[src/md5_pkg.sv]
// Package for the MD5 stream hasher: types, round constants and step helpers.
// Used by md5_front, md5_core and md5_stream_hasher; depends on nothing.
package md5_pkg;

  localparam int unsigned QueueDepth = 4;
  localparam int unsigned QueueAw    = $clog2(QueueDepth);

  typedef struct packed {
    logic [7:0] data;
    logic       valid;
    logic       last;
  } front_item_t;

  typedef enum logic [2:0] {
    ST_IDLE,
    ST_ROUND,
    ST_FOLD,
    ST_PAD,
    ST_EMIT
  } core_state_e;

  localparam logic [31:0] InitA = 32'h67452301;
  localparam logic [31:0] InitB = 32'hefcdab89;
  localparam logic [31:0] InitC = 32'h98badcfe;
  localparam logic [31:0] InitD = 32'h10325476;
  localparam logic [7:0]  PadByte = 8'h80;

  function automatic logic [31:0] round_k(input logic [5:0] i);
    logic [31:0] k;
    begin
      unique case (i)
        6'd0: k = 32'hd76aa478; 6'd1: k = 32'he8c7b756; 6'd2: k = 32'h242070db;
        6'd3: k = 32'hc1bdceee; 6'd4: k = 32'hf57c0faf; 6'd5: k = 32'h4787c62a;
        6'd6: k = 32'ha8304613; 6'd7: k = 32'hfd469501; 6'd8: k = 32'h698098d8;
        6'd9: k = 32'h8b44f7af; 6'd10: k = 32'hffff5bb1; 6'd11: k = 32'h895cd7be;
        6'd12: k = 32'h6b901122; 6'd13: k = 32'hfd987193; 6'd14: k = 32'ha679438e;
        6'd15: k = 32'h49b40821; 6'd16: k = 32'hf61e2562; 6'd17: k = 32'hc040b340;
        6'd18: k = 32'h265e5a51; 6'd19: k = 32'he9b6c7aa; 6'd20: k = 32'hd62f105d;
        6'd21: k = 32'h02441453; 6'd22: k = 32'hd8a1e681; 6'd23: k = 32'he7d3fbc8;
        6'd24: k = 32'h21e1cde6; 6'd25: k = 32'hc33707d6; 6'd26: k = 32'hf4d50d87;
        6'd27: k = 32'h455a14ed; 6'd28: k = 32'ha9e3e905; 6'd29: k = 32'hfcefa3f8;
        6'd30: k = 32'h676f02d9; 6'd31: k = 32'h8d2a4c8a; 6'd32: k = 32'hfffa3942;
        6'd33: k = 32'h8771f681; 6'd34: k = 32'h6d9d6122; 6'd35: k = 32'hfde5380c;
        6'd36: k = 32'ha4beea44; 6'd37: k = 32'h4bdecfa9; 6'd38: k = 32'hf6bb4b60;
        6'd39: k = 32'hbebfbc70; 6'd40: k = 32'h289b7ec6; 6'd41: k = 32'heaa127fa;
        6'd42: k = 32'hd4ef3085; 6'd43: k = 32'h04881d05; 6'd44: k = 32'hd9d4d039;
        6'd45: k = 32'he6db99e5; 6'd46: k = 32'h1fa27cf8; 6'd47: k = 32'hc4ac5665;
        6'd48: k = 32'hf4292244; 6'd49: k = 32'h432aff97; 6'd50: k = 32'hab9423a7;
        6'd51: k = 32'hfc93a039; 6'd52: k = 32'h655b59c3; 6'd53: k = 32'h8f0ccc92;
        6'd54: k = 32'hffeff47d; 6'd55: k = 32'h85845dd1; 6'd56: k = 32'h6fa87e4f;
        6'd57: k = 32'hfe2ce6e0; 6'd58: k = 32'ha3014314; 6'd59: k = 32'h4e0811a1;
        6'd60: k = 32'hf7537e82; 6'd61: k = 32'hbd3af235; 6'd62: k = 32'h2ad7d2bb;
        default: k = 32'heb86d391;
      endcase
      return k;
    end
  endfunction

  function automatic logic [4:0] round_s(input logic [5:0] i);
    logic [4:0] s;
    begin
      unique case ({i[5:4], i[1:0]})
        4'd0: s = 5'd7;  4'd1: s = 5'd12; 4'd2: s = 5'd17; 4'd3: s = 5'd22;
        4'd4: s = 5'd5;  4'd5: s = 5'd9;  4'd6: s = 5'd14; 4'd7: s = 5'd20;
        4'd8: s = 5'd4;  4'd9: s = 5'd11; 4'd10: s = 5'd16; 4'd11: s = 5'd23;
        4'd12: s = 5'd6; 4'd13: s = 5'd10; 4'd14: s = 5'd15; default: s = 5'd21;
      endcase
      return s;
    end
  endfunction

  function automatic logic [3:0] round_g(input logic [5:0] i);
    logic [3:0] g;
    logic [3:0] n;
    begin
      n = i[3:0];
      unique case (i[5:4])
        2'd0: g = n;
        2'd1: g = 4'((n << 2) + n + 4'd1);
        2'd2: g = 4'((n << 1) + n + 4'd5);
        default: g = 4'((n << 3) - n);
      endcase
      return g;
    end
  endfunction

endpackage

[src/md5_front.sv]
// Front end: takes input transactions, drops idle items, queues the rest.
// Depends on md5_pkg.
module md5_front (
  input  logic                 clk_i,
  input  logic                 rst_ni,
  input  logic                 push,
  output logic                 full,
  input  logic [7:0]           data_byte_i,
  input  logic                 byte_valid_i,
  input  logic                 message_end_i,
  output logic                 q_valid_o,
  output md5_pkg::front_item_t q_item_o,
  input  logic                 q_take_i
);

  md5_pkg::front_item_t mem_q [md5_pkg::QueueDepth];
  logic [md5_pkg::QueueAw:0] wr_q, wr_d, rd_q, rd_d;
  logic wr_en;

  assign full = (wr_q[md5_pkg::QueueAw] != rd_q[md5_pkg::QueueAw]) &&
                (wr_q[md5_pkg::QueueAw-1:0] == rd_q[md5_pkg::QueueAw-1:0]);
  assign wr_en = push && !full && (byte_valid_i || message_end_i);
  assign q_valid_o = (wr_q != rd_q);
  assign q_item_o = mem_q[rd_q[md5_pkg::QueueAw-1:0]];
  assign wr_d = wr_en ? wr_q + 1'b1 : wr_q;
  assign rd_d = (q_take_i && q_valid_o) ? rd_q + 1'b1 : rd_q;

  always_ff @(posedge clk_i) begin
    if (wr_en) begin
      mem_q[wr_q[md5_pkg::QueueAw-1:0]] <= '{data: data_byte_i, valid: byte_valid_i,
                                             last: message_end_i};
    end
  end

  always_ff @(posedge clk_i or negedge rst_ni) begin
    if (!rst_ni) begin
      wr_q <= '0;
      rd_q <= '0;
    end else begin
      wr_q <= wr_d;
      rd_q <= rd_d;
    end
  end

endmodule

[src/md5_core.sv]
// Back end: block buffer, one MD5 round per cycle, padding and digest output.
// Depends on md5_pkg.
module md5_core (
  input  logic                 clk_i,
  input  logic                 rst_ni,
  input  logic                 q_valid_i,
  input  md5_pkg::front_item_t q_item_i,
  output logic                 q_take_o,
  output logic                 empty,
  input  logic                 pop,
  output logic [31:0]          digest_word_o,
  output logic                 digest_last_o
);

  md5_pkg::core_state_e state_q, state_d;
  logic [31:0] m_q [16];
  logic [31:0] h_q [4];
  logic [31:0] a_q, b_q, c_q, d_q;
  logic [63:0] bits_q;
  logic [5:0]  rnd_q;
  logic        fin_q;
  logic        pad2_q;
  logic        padded_q;
  logic [1:0]  emit_q;

  logic [5:0]  idx;
  logic [31:0] f, sum, rot;
  logic [4:0]  sh;
  logic        take_byte, end_item, start_rnd;

  assign idx = bits_q[8:3];
  assign take_byte = (state_q == md5_pkg::ST_IDLE) && q_valid_i;

  always_comb begin
    unique case (rnd_q[5:4])
      2'd0: f = (b_q & c_q) | (~b_q & d_q);
      2'd1: f = (b_q & d_q) | (c_q & ~d_q);
      2'd2: f = b_q ^ c_q ^ d_q;
      default: f = c_q ^ (b_q | ~d_q);
    endcase
    sh  = md5_pkg::round_s(rnd_q);
    sum = a_q + f + md5_pkg::round_k(rnd_q) + m_q[md5_pkg::round_g(rnd_q)];
    rot = (sum << sh) | (sum >> (6'd32 - {1'b0, sh}));
  end

  always_comb begin
    end_item  = take_byte && q_item_i.last;
    start_rnd = take_byte && ((q_item_i.valid && idx == 6'd63) || q_item_i.last);
  end

  always_comb begin
    state_d = state_q;
    unique case (state_q)
      md5_pkg::ST_IDLE: begin
        if (take_byte && q_item_i.valid && idx == 6'd63) state_d = md5_pkg::ST_ROUND;
        else if (end_item) state_d = md5_pkg::ST_PAD;
      end
      md5_pkg::ST_PAD:   state_d = md5_pkg::ST_ROUND;
      md5_pkg::ST_ROUND: if (rnd_q == 6'd63) state_d = md5_pkg::ST_FOLD;
      md5_pkg::ST_FOLD: begin
        if (!fin_q) state_d = md5_pkg::ST_IDLE;
        else if (!padded_q || pad2_q) state_d = md5_pkg::ST_PAD;
        else state_d = md5_pkg::ST_EMIT;
      end
      md5_pkg::ST_EMIT: if (pop && emit_q == 2'd3) state_d = md5_pkg::ST_IDLE;
      default: state_d = md5_pkg::ST_IDLE;
    endcase
  end

  always_comb begin
    q_take_o = take_byte;
    empty = (state_q != md5_pkg::ST_EMIT);
    digest_word_o = h_q[emit_q];
    digest_last_o = (emit_q == 2'd3);
  end

  always_ff @(posedge clk_i) begin
    if (take_byte && q_item_i.valid) begin
      m_q[idx[5:2]][8*idx[1:0] +: 8] <= q_item_i.data;
    end
    if (state_q == md5_pkg::ST_PAD) begin
      for (int j = 0; j < 64; j++) begin
        if (j >= 56 && (pad2_q || idx < 6'd56)) begin
          m_q[j/4][8*(j%4) +: 8] <= bits_q[8*(j%8) +: 8];
        end else if (!pad2_q && 6'(j) == idx) begin
          m_q[j/4][8*(j%4) +: 8] <= md5_pkg::PadByte;
        end else if (pad2_q || 6'(j) > idx) begin
          m_q[j/4][8*(j%4) +: 8] <= 8'h00;
        end
      end
    end
  end

  always_ff @(posedge clk_i or negedge rst_ni) begin
    if (!rst_ni) begin
      state_q <= md5_pkg::ST_IDLE;
      h_q[0] <= md5_pkg::InitA;
      h_q[1] <= md5_pkg::InitB;
      h_q[2] <= md5_pkg::InitC;
      h_q[3] <= md5_pkg::InitD;
      a_q <= '0; b_q <= '0; c_q <= '0; d_q <= '0;
      bits_q <= '0;
      rnd_q <= '0;
      fin_q <= 1'b0;
      pad2_q <= 1'b0;
      padded_q <= 1'b0;
      emit_q <= '0;
    end else begin
      state_q <= state_d;
      if (take_byte && q_item_i.valid) bits_q <= bits_q + 64'd8;
      if (end_item) fin_q <= 1'b1;
      if (start_rnd || state_q == md5_pkg::ST_PAD) begin
        a_q <= h_q[0]; b_q <= h_q[1]; c_q <= h_q[2]; d_q <= h_q[3];
        rnd_q <= '0;
      end
      if (state_q == md5_pkg::ST_PAD) padded_q <= 1'b1;
      if (state_q == md5_pkg::ST_PAD && !pad2_q) pad2_q <= (idx >= 6'd56);
      else if (state_q == md5_pkg::ST_PAD) pad2_q <= 1'b0;
      if (state_q == md5_pkg::ST_ROUND) begin
        a_q <= d_q;
        d_q <= c_q;
        c_q <= b_q;
        b_q <= b_q + rot;
        rnd_q <= rnd_q + 6'd1;
      end
      if (state_q == md5_pkg::ST_FOLD) begin
        h_q[0] <= h_q[0] + a_q;
        h_q[1] <= h_q[1] + b_q;
        h_q[2] <= h_q[2] + c_q;
        h_q[3] <= h_q[3] + d_q;
      end
      if (state_q == md5_pkg::ST_EMIT && pop) begin
        emit_q <= emit_q + 2'd1;
        if (emit_q == 2'd3) begin
          h_q[0] <= md5_pkg::InitA;
          h_q[1] <= md5_pkg::InitB;
          h_q[2] <= md5_pkg::InitC;
          h_q[3] <= md5_pkg::InitD;
          bits_q <= '0;
          fin_q <= 1'b0;
          padded_q <= 1'b0;
        end
      end
    end
  end

endmodule

[src/md5_stream_hasher.sv]
// MD5 stream hasher: byte queue front end feeding a one-round-per-cycle core.
// A block's last byte holds the core through its take, the 64 rounds and the fold.
// Message end: padded and hashed as one or two blocks before the first digest word, then one word per pop.
// Throughput ~1 byte/cycle within a block, 4-entry queue absorbs short bursts.
// Reset (rst_ni low, asynchronous) empties the queue and loads the MD5 initial words.
// Depends on md5_pkg, md5_front, md5_core.
module md5_stream_hasher (
  input  logic        clk_i,
  input  logic        rst_ni,
  input  logic        push,
  output logic        full,
  input  logic [7:0]  data_byte_i,
  input  logic        byte_valid_i,
  input  logic        message_end_i,
  output logic        empty,
  input  logic        pop,
  output logic [31:0] digest_word_o,
  output logic        digest_last_o
);

  logic                 q_valid;
  logic                 q_take;
  md5_pkg::front_item_t q_item;

  md5_front u_front (
    .clk_i, .rst_ni, .push, .full, .data_byte_i, .byte_valid_i, .message_end_i,
    .q_valid_o(q_valid), .q_item_o(q_item), .q_take_i(q_take)
  );

  md5_core u_core (
    .clk_i, .rst_ni, .q_valid_i(q_valid), .q_item_i(q_item), .q_take_o(q_take),
    .empty, .pop, .digest_word_o, .digest_last_o
  );

endmodule

[config.mk]
export PLATFORM = sky130hd
export DESIGN_NAME = md5_stream_hasher
export DESIGN_NICKNAME = d
export VERILOG_FILES = /design/src/md5_pkg.sv /design/src/md5_front.sv /design/src/md5_core.sv /design/src/md5_stream_hasher.sv
export SDC_FILE = /design/constraint.sdc
export NUM_CORES = 2
export LEC_CHECK = 0
export BUFFER_PORTS_ARGS = -buffer_cell sky130_fd_sc_hd__buf_4
export CORE_ASPECT_RATIO = 1.25
export CORE_MARGIN = 4
export CORE_UTILIZATION = 38
export DETAILED_ROUTE_END_ITERATION = 12
export PLACE_DENSITY = 0.57
export SLEW_MARGIN = 10
export SYNTH_ARGS = -nofsm -noshare
export SYNTH_HDL_FRONTEND = slang
export SYNTH_HIERARCHICAL = 1
export SYNTH_SLANG_ARGS = --single-unit
export TNS_END_PERCENT = 20
[constraint.sdc]
create_clock -name clk_i -period 31.2 [get_ports clk_i]
set_input_delay 0 -clock clk_i [delete_from_list [all_inputs] [get_ports clk_i]]
set_output_delay 0 -clock clk_i [all_outputs]
set_load 0.01 [all_outputs]
==> summary.md <==
| Metric | Value |
|---|---|
| Status | `finished with violations` |
| # port buffers | `48` |
| Dominant synthesized flop cell | `dfxtp_1` |
| Commonest non-fill, non-tap cell in the layout | `nor2_1` |
| Req. time, crit path | `31820 ps` |
| Detailed Route WL | `239 mm` |
| DR vias | `55900` |
| Worst Tran Pin Value | `1490 ps` |
| Post-synthesis register bit count | `889` |
| Crit Path Max Fanout | `92` |
| Crit-path max cell delay | `790 ps` |
| Die W | `361 um` |
| # setup viols final | `0` |
| DRT Pass-1 Iters | `8` |
| Slowest-stage cell, CP | `dfrtp_1` |
| Total CTS buffers | `100` |
| Fraction of registers with async set/reset | `0.379` |
| Mapped Area | `59300 um2` |
| Fmax | `80.2 MHz` |
| Drt drc | `0` |
| Die area | `162000 um2` |
| Commonest non-fill, non-tap cells in the layout | `nor2_1 (1323), nand2_1 (1005), a21oi_1 (845), o21ai_0 (408), dfxtp_1 (393)` |
| Mapped Nets | `7599` |
| Core area | `155000 um2` |
| Worst setup SP type | `register` |
| Unique masters post-synth | `102` |
| Initial Utilization | `0.384` |
| Routed Antenna Nets | `0` |
| Critical path arrival | `13090 ps` |
| Final period util | `0.400` |
| First-pass GRT wire length | `353 mm` |
| Worst-Skew Late Latency | `750 ps` |
| Post-DP HPWL | `173 mm` |
| Initial antenna violation count | `5` |
| Total gr overflow | `0` |
| Fraction of layout cells with a size suffix above 1 | `0.0931` |
| Final Hold Fails | `0` |
| CTS max path bufs | `3` |
| Die Ht | `450 um` |
| 1st-iter DRT viols | `5683` |
| Top delay family on crit path | `compound AO/OA/AOI/OAI gates` |
| H-tree level count | `3` |
| Hold Path Class | `input port to register` |
| Routability cong. | `1.01` |
| Setup TNS | `0 ps` |
| Max_slew headroom | `-0.00182` |
| Worst-path clk slew | `70 ps` |
| Largest net degree at the start of global routing | `103` |
| Post-synth top area share | `0.133` |
| Post-synth EDFFs | `159` |
| Mapped Cells | `7289` |
| Area Growth Syn to Fin | `9.35%` |
| WHS | `58.3 ps` |
| RSZ-0062 raised after global routing | `false` |
| Yosys top cell by area | `dfxtp_1` |
| Global Route Usage Sum | `0.285` |
| Max-cap viol count | `1` |
| # resized after CTS | `0` |
| Setup bufs post-CTS | `0` |
| Dominant cells by area after synthesis | `dfxtp_1 (13%), dfrtp_1 (12%), nor2_1 (8.4%)` |
| CP Capture Type | `register` |
| Avg Inst Size Synth | `8.13 um2` |
| Min cycle time layout | `12470 ps` |
| FP Rows | `161` |
| Clk sinks | `889` |
| Failing checks | `max-capacitance violations, max-slew violations` |
| NumNets Final | `7409` |
| Vias in the first global route | `53700` |
| Kind of critical path | `register to register` |
| Placed Area | `61300 um2` |
| Bufs and invs on worst path | `3` |
| CTS tree | `yes` |
| Clock Skews | `56.0 ps` |
| Cell area after layout | `64800 um2` |
| Root Buffer | `clkbuf_16` |
| Slew Limit Fails | `1` |
| Vias/cell | `6.06` |
| Seq/Total Area, Yosys | `0.357` |
| Drt wl/cell | `25.9 um` |
| YS warnings | `6` |
| Num ports | `49` |
path summary, 6_finish.rpt:
path,start,endpoint,slack (ps),cells past startpoint
setup / recovery,u_core/rnd_q[1],u_core/b_q[31],18730,35
hold / removal,data_byte_i[5],u_front/mem_q[0][7],60,2
setup reg to reg,u_core/rnd_q[1],u_core/b_q[31],18730,35
hold reg to reg,u_core/m_q[10][25],u_core/m_q[10][25],480,2
max in group asynchronous,rst_ni,u_core/bits_q[54],28820,5
min in group asynchronous,rst_ni,u_core/h_q[46],550,3
worst reg2reg max path: cells and delay by family (launching register included):
kind	cells	cell delay [ps]
buf+inv	3	1230
simple gates	10	2130
mux	4	1460
fa+ha+maj	4	1820
flops	1	790
compound gates	13	4750
xor+xnor	1	160
sequential cells by signal, summed over array words and instances (netlist names):
name and flops:
u_core/m_q 512, u_core/h_q 128, u_core/rnd_q 6, u_core/c_q 32, u_core/fin_q 1, u_front/rd_q 3, u_core/state_q 3, u_core/a_q 32
u_core/pad2_q 1, u_core/padded_q 1, u_core/emit_q 2, u_core/bits_q 61, u_core/d_q 32, u_front/mem_q 40, u_front/wr_q 3, u_core/b_q 32
timing repair:
item,CTS,global route
setup endpoints to repair,0,0
hold endpoints to repair,204,0
hold buffers,18,0
per-stage QoR:
stage	util	instances	setup WS (ps)
floorplan	-	7289	21350
global placement	0.397	9015	19120
detailed placement	0.397	9015	18990
CTS	0.419	9221	18940
global route	0.419	9223	17970
finish	0.420	9225	18730
cell usage after synthesis (11+ instances only):
master	number
nand2b_1	58
a211o_1	11
nand4_1	20
o21a_1	25
a22oi_1	17
a311oi_1	11
dfxtp_1	393
a21oi_1	845
mux2_2	14
or3_1	33
nor4_1	12
nand2_1	1005
and2_1	21
nand3_1	141
a21o_1	83
o22ai_1	56
mux2i_1	73
a32o_1	16
buf_2	18
nor3_1	75
xnor2_1	141
ha_1	228
buf_1	62
a21boi_0	14
o311ai_0	14
and3_1	51
or2_2	46
o221ai_1	20
o31ai_1	31
fa_1	68
o21bai_1	27
inv_1	193
o211ai_1	82
nor2b_1	29
dfrtp_1	273
dfstp_2	64
edfxtp_1	159
nor2_1	1327
xor2_1	108
o21ai_1	21
o21ai_0	411
a211oi_1	90
a31oi_1	192
mux4_2	176
clkbuf_1	368
layout make-up:
class                      count  area (um2)
antenna                        3        7.51
timing repair buffer         160        1300
multi-input combinational   5746       35700
fill                       15500       89700
tap                         2037        2550
clock buffer                 131        2780
sequential                   889       21200
inverter                     202         758
clock inverter                57         512
kinds of logic after synthesis:
group / synth area share
simple gates: 0.201
compound gates: 0.208
flops: 0.357
buf+inv: 0.0421
fa+ha+maj: 0.0711
mux: 0.0826
xor+xnor: 0.0384
routing by layer:
layer | routed length, um | global-route usage | share of wire | vias to the layer above
met5 | 7 | 0 | 0.000029 | -
met4 | 16000 | 0.163 | 0.067 | 2
met3 | 14800 | 0.0371 | 0.062 | 697
met2 | 117000 | 0.497 | 0.49 | 2417
met1 | 90800 | 0.337 | 0.38 | 27400
li1 | - | - | - | 25400
Power is left out: the tool's default activity adds up to more than one toggle a clock period on the data nets, which glitch-free logic cannot reach.
